### config.mk
export PLATFORM = sky130hd
export DESIGN_NAME = srhm_div
export DESIGN_NICKNAME = d
export VERILOG_FILES = /design/src/rtl/core/srhm_pkg.sv /design/src/rtl/core/srhm_div.sv
export SDC_FILE = /design/constraint.sdc
export NUM_CORES = 1
export LEC_CHECK = 0
export BUFFER_PORTS_ARGS = -buffer_cell sky130_fd_sc_hd__buf_2
export CAP_MARGIN = 20
export CELL_PAD_IN_SITES_DETAIL_PLACEMENT = 1
export CELL_PAD_IN_SITES_GLOBAL_PLACEMENT = 2
export CORE_ASPECT_RATIO = 1.1
export CORE_MARGIN = 4
export CORE_UTILIZATION = 30
export CTS_CLUSTER_SIZE = 40
export DETAILED_ROUTE_END_ITERATION = 10
export GPL_TIMING_DRIVEN = 0
export PLACE_DENSITY_LB_ADDON = 0.1
export SLEW_MARGIN = 0
export SYNTH_ARGS = -nofsm -noshare
export SYNTH_HDL_FRONTEND = slang
export SYNTH_SLANG_ARGS = --single-unit
### constraint.sdc
create_clock -name clk -period 5.1 [get_ports clk]
set_clock_uncertainty 0.05 [all_clocks]
set_input_delay 0.255 -clock clk [delete_from_list [all_inputs] [get_ports clk]]
set_output_delay 0.255 -clock clk [all_outputs]
set_load 0.05 [all_outputs]
### src/rtl/core/srhm_pkg.sv
`timescale 1ns / 1ps
// Shared types and constants of the stream rate health monitor.
package srhm_pkg;

  localparam logic [1:0] OP_FRAME = 2'd0;
  localparam logic [1:0] OP_TICK  = 2'd1;
  localparam logic [1:0] OP_RESET = 2'd2;

  localparam logic [1:0] HEALTH_GOOD     = 2'd0;
  localparam logic [1:0] HEALTH_DEGRADED = 2'd1;
  localparam logic [1:0] HEALTH_CRITICAL = 2'd2;

  localparam logic [2:0] REG_FPS_DELTA  = 3'd0;
  localparam logic [2:0] REG_EMIT_MS    = 3'd1;
  localparam logic [2:0] REG_LAT_DELTA  = 3'd2;
  localparam logic [2:0] REG_FPS_CRIT   = 3'd3;
  localparam logic [2:0] REG_FPS_DEGR   = 3'd4;
  localparam logic [2:0] REG_DROP_CRIT  = 3'd5;
  localparam logic [2:0] REG_DROP_DEGR  = 3'd6;

  localparam int unsigned FPS_SCALE = 256000;
  localparam logic [22:0] FPS_MAX = 23'h7FFFFF;
  localparam logic signed [24:0] LAT_UNKNOWN = -25'sd256;

  // Result word, first member in the highest bits.
  typedef struct packed {
    logic [1:0]        pad;
    logic signed [24:0] latency_out;
    logic              latency_emit;
    logic [31:0]       drops;
    logic              drops_emit;
    logic [1:0]        health;
    logic              health_emit;
    logic [22:0]       fps_q8;
    logic              fps_emit;
  } out_item_t;

  typedef struct packed {
    logic start;
    logic busy;
    logic done;
  } div_ctl_t;

endpackage

### src/rtl/core/srhm_div.sv
`timescale 1ns / 1ps
// Restoring divider, one quotient bit per cycle, 32-bit divisor.
module srhm_div #(
  parameter int NUM_W = 23
) (
  input  logic                 clk,
  input  logic                 rst,
  input  logic                 start,
  input  logic [NUM_W-1:0]     num,
  input  logic [31:0]          den,
  output srhm_pkg::div_ctl_t   ctl,
  output logic [NUM_W-1:0]     quot
);
  localparam int CNT_W = $clog2(NUM_W + 1);

  logic [32:0]      rem;
  logic [NUM_W-1:0] dq;
  logic [31:0]      den_r;
  logic [CNT_W-1:0] cnt;
  logic             busy;
  logic             done;
  logic [32:0]      rem_sh;
  logic             take;

  assign rem_sh = {rem[31:0], dq[NUM_W-1]};
  assign take   = rem_sh >= {1'b0, den_r};

  always_ff @(posedge clk) begin
    if (rst) begin
      busy <= 1'b0;
      done <= 1'b0;
      cnt  <= '0;
    end else begin
      done <= 1'b0;
      if (start) begin
        busy <= 1'b1;
        cnt  <= CNT_W'(NUM_W);
      end else if (busy) begin
        cnt <= cnt - 1'b1;
        if (cnt == CNT_W'(1)) begin
          busy <= 1'b0;
          done <= 1'b1;
        end
      end
    end
  end

  always_ff @(posedge clk) begin
    if (start) begin
      rem   <= '0;
      dq    <= num;
      den_r <= den;
    end else if (busy) begin
      rem <= take ? rem_sh - {1'b0, den_r} : rem_sh;
      dq  <= {dq[NUM_W-2:0], take};
    end
  end

  assign ctl.start = start;
  assign ctl.busy  = busy;
  assign ctl.done  = done;
  assign quot      = dq;

endmodule

# == After elaboration in Yosys (flattened, before gate mapping) ==
# Cells that the tools add are included.
# word_totals
in_bits,58
out_inout_bits,26
word_cells,24
reg_bits,94
# op_classes
n_addsub,2
n_reduce_logical,3
n_lt_le_gt_ge,1
n_eq_ne,1
n_mux,9
n_bitwise,1
# ops
operator,n
2-to-1 mux 23 bit,2
greater-or-equal comparator 33 x 32 -> 1 bit,1
2-to-1 mux 32 bit,1
subtractor 32 bit,1
2-to-1 mux 5 bit,2
"== test 5 x 1 -> 1 bit, second input constant",1
"subtractor 5 x 1 -> 5 bit, second input constant",1
2-to-1 mux 1 bit,4
OR reduction 3 bit,1
nonzero test 2 bit,1
OR reduction 2 bit,1
inverter 1 bit,1

# == Logic depth before layout (Yosys ltp) ==
# logic_depth
ltp_word,4
depth_mapped,14
depth_no_buf,12

# == Worst setup path before layout ==
# Ideal clock, no wire load.
# synth_timing
path_type,reg2reg
startpoint,"register dq[22], in the netlist quot[22]"
endpoint,register rem[16]
t_arrival_ns,2.790
slack_ns,2.173
path_stages_with_launch,13
n_path_buf,0
period_less_slack_ns,2.927
required_time_ns,4.964
cell_sequence,edfxtp_1 -> inv_1 -> ha_1 -> fa_1 -> nor2b_1 -> o2111ai_1 -> nand2_1 -> a31oi_1 -> o311ai_0 -> o211ai_1 -> xnor2_1 -> mux2i_1 -> a211oi_1
# synth_between
elab_chain_cells,2
# synth_rtl
element,line,text
"start, declared",srhm_div.sv:17,logic [NUM_W-1:0] dq;
"start signal, assigned",srhm_div.sv:51,dq <= num;
"start signal, assigned",srhm_div.sv:55,"dq <= {dq[NUM_W-2:0], take};"
subtractor 32 bit or greater-or-equal comparator 33 x 32 -> 1 bit (tied branches),"srhm_div.sv:54, srhm_div.sv:26",
2-to-1 mux 32 bit (*),srhm_div.sv:54,"rem <= take ? rem_sh - {1'b0, den_r} : rem_sh;"
"end signal, assigned",srhm_div.sv:54,
"end, declared",srhm_div.sv:16,logic [32:0] rem;
# Mark *: on every way between the ends. The rest lies on a longest branch, timed or not.
# A chain may end at the register's enable or synchronous reset.

# == Worst setup path after layout ==
# layout_timing
startpoint,register den_r[9]
endpoint,register rem[27]
# layout_between
elab_chain_cells,2
# layout_rtl
element,line,text
"start, declared",srhm_div.sv:18,logic [31:0] den_r;
"start signal, assigned",srhm_div.sv:52,den_r <= den;
subtractor 32 bit or greater-or-equal comparator 33 x 32 -> 1 bit (tied branches),"srhm_div.sv:54, srhm_div.sv:26",
2-to-1 mux 32 bit (*),srhm_div.sv:54,
# Marked as above.

==> impl_metrics.yaml <==
status:
  status: "finished clean"
detailed_routing:
  via_count: 4489
  viasPerCell: 4.97
  ant_nets: 0
  drc_errors: 0
  dr.pass1.iters: 4
  drt-total-wl_microns: 15500
  routedWlPerCell_microns: 17.2
  drtIter0Drc: 188
cts:
  htree_levels: 3
  clock_path_buffers: 2
  ctsResizeCount: 0
  cts_root_buf: "clkbuf_16"
  cts_num_sinks: 94
  cts_setup_buffers: 0
  clkLatencyLatePin_ns: 0.36
  cts_buffers: 9
  clkTransAtPathRegs_ns: 0.08
  cts_tree: "done"
  hold_buffers: 0
critical_path:
  worstPathMaxFanout: 10
  timing.rr.end: "rem[27]"
  r2r_cells: 14
  required_ns: 5.29
  timing.setup.critical_path_class: "reg -> reg"
  path_cells: "inv_1, ha_1, buf_2, nand4_1, nor2_1, a21boi_2, o31a_1, o22ai_2, o211ai_2, buf_6, buf_2, nor3_1, a31oi_1, o21ai_0"
  ff2ff_setup_slack_ns: 2.01
  cpMaxStageDelayCell: "edfxtp_1"
  end_kind: "flop"
  path_buf_inv: 4
  arrival_ns: 3.28
  cp_top_family: "compound AO/OA/AOI/OAI gates"
  critPathMaxStageDelay_ns: 0.33
  r2r_start: "den_r[9]"
  crit_top_cell: "buf_2"
  cp-start-kind: "flop"
timing:
  worst-slew-pin-transition_ns: 0.899
  timing.hold.ws_ns: 0.0171
  slew_viol_final: 0
  fmax_ghz: 0.324
  setup_tns_ns: 0
  hold_violations: 0
  final-setup-viol-count: 0
  slew_headroom: 0.400
  min_period_over_period: 0.605
  fin_crit_ns: 3.09
  rsz0062_at_grt: "no"
hold_path:
  hp-class: "in -> reg"
  hold_start: "den[29]"
  min_to: "den_r[29]"
  whs_path_depth: 1
synth:
  synth.top_cell.area_share: 0.295
  ys_seq_elements: 94
  yosysTopAreaCell: "edfxtp_1"
  syn_inst: 562
  ys_types: 61
  synth.net_count: 655
  synth_common_cells: "edfxtp_1, nor2_1, inv_1"
  ys_warn_count: 0
  yosysMostFrequentCell: "edfxtp_1"
  synthTopCellsByArea: "edfxtp_1, dfxtp_1, ha_1"
  dominantRegCellSynth: "edfxtp_1"
  synth_area_sq_um: 5610
  synth_async_sr_flop_share: 0
  ys_seq_area_frac: 0.434
  synth_edf_count: 55
  avgSynthCellArea_sq_um: 9.97
power:
  clkPwrFrac: 0.300
  combPwrFrac: 0.295
  powerDensity_nw_per_um2: 344
  swShare: 0.346
  p_leak_uw: 0.00275
  ir_worst_vdd_v: 0.000176
  p_sw_uw: 785
  p_seq_frac: 0.406
  internal_power_uw: 1490
global_route:
  grt_pass1_vias: 4857
  grt_max_degree: 35
  grt.total_usage: 0.152
  antenna_found_initial: 0
  overflow: 0
  grt_pass1_wl_microns: 25300
finish:
  synthToLayoutAreaGrowth_pct: 18.0
  final_core_util: 0.359
  nets: 749
  fin_area_sq_um: 6610
  antenna_cells: 0
  drive_gt1_frac: 0.233
placement:
  numPortBuffers: 83
  place_area_sq_um: 6320
  place_hpwl_microns: 11600
  gp_congestion: 0.776
run:
  drv_cap: 0
die:
  rows: 52
  design.core.area_sq_um: 18400
  start_util: 0.304
  dieHeight_microns: 151
  dieArea_sq_um: 20900
  die_w_microns: 138
  boundaryPins: 84
power groups by stage:
stage / clock [uW] / combinational (uW) / sequential, uW
6_report: 681 / 670 / 922
4_1_cts: 707 / 682 / 923
3_5_place_dp: 0 / 678 / 938
5_1_grt: 742 / 743 / 931
2_1_floorplan: 0 / 434 / 997
3_3_place_gp: 0 / 671 / 935
stage by stage:
step	worst slack [ns]	instances	power, uW
after floorplan	2.17	562	1430
after global placement	2.02	888	1610
after detailed placement	1.94	888	1620
after CTS	1.93	904	2310
after global routing	1.67	904	2420
final	2.01	904	2270
worst max-delay path by stage:
stage                          to     start  cells after the start  slack [ns]
after floorplan           rem[16]  quot[22]                     12        2.17
final                     rem[27]  den_r[9]                     14        2.01
after global placement    rem[27]    rem[8]                     13        2.02
after CTS                 rem[27]    rem[8]                     13        1.93
after detailed placement  rem[27]    rem[8]                     13        1.94
after global routing      rem[27]  den_r[9]                     14        1.67
per-layer routing:
layer / share of wire / GRT usage / vias up
li1: - / - / 2220
met5: 0 / 0 / -
met1: 0.48 / 0.197 / 2190
met2: 0.47 / 0.257 / 66
met4: 0.012 / 0.0430 / 0
met3: 0.035 / 0.0347 / 13
cell families (layout without fill, tap and decap cells):
logic type / Yosys count / in the layout / synth area share
AND/OR/NAND/NOR: 136 / 136 / 0.115
buffers and inverters: 76 / 175 / 0.0596
flip-flops: 94 / 94 / 0.434
XOR/XNOR: 33 / 33 / 0.0516
AO/OA/AOI/OAI: 146 / 146 / 0.179
multiplexers: 42 / 42 / 0.0810
adder cells (fa/ha/maj): 35 / 35 / 0.0795
placed cells by master (no fill, tap or decap), drive strengths merged, types with 8 or more instances in the layout:
cell type and count:
ha 34, mux2 24, inv 48, mux2i 18, edfxtp 55, nor2 46
a211oi 29, a21o 13, nand2 36, nand4 12, clkbuf 27, xnor2 20
buf 98, a31oi 8, o21ai 29, xor2 13, nor3 11, dfxtp 39
a21oi 36
flip-flops by register name (all words and copies together) (netlist names):
name and flops:
den_r 32, rem 32, quot 23, cnt 5
busy 1, done 1
layout make-up:
type                    instances  area (sq um)
plain buffers                  32           169
clock buffers                  10           239
clock inverters                 6          48.8
fillers                      2120         11800
inverters                      44           165
multi-input cells             392          2840
flip-flops and latches         94          2430
well taps                     243           304
repair buffers                 83           415
Power figures use the tool's default switching activity.
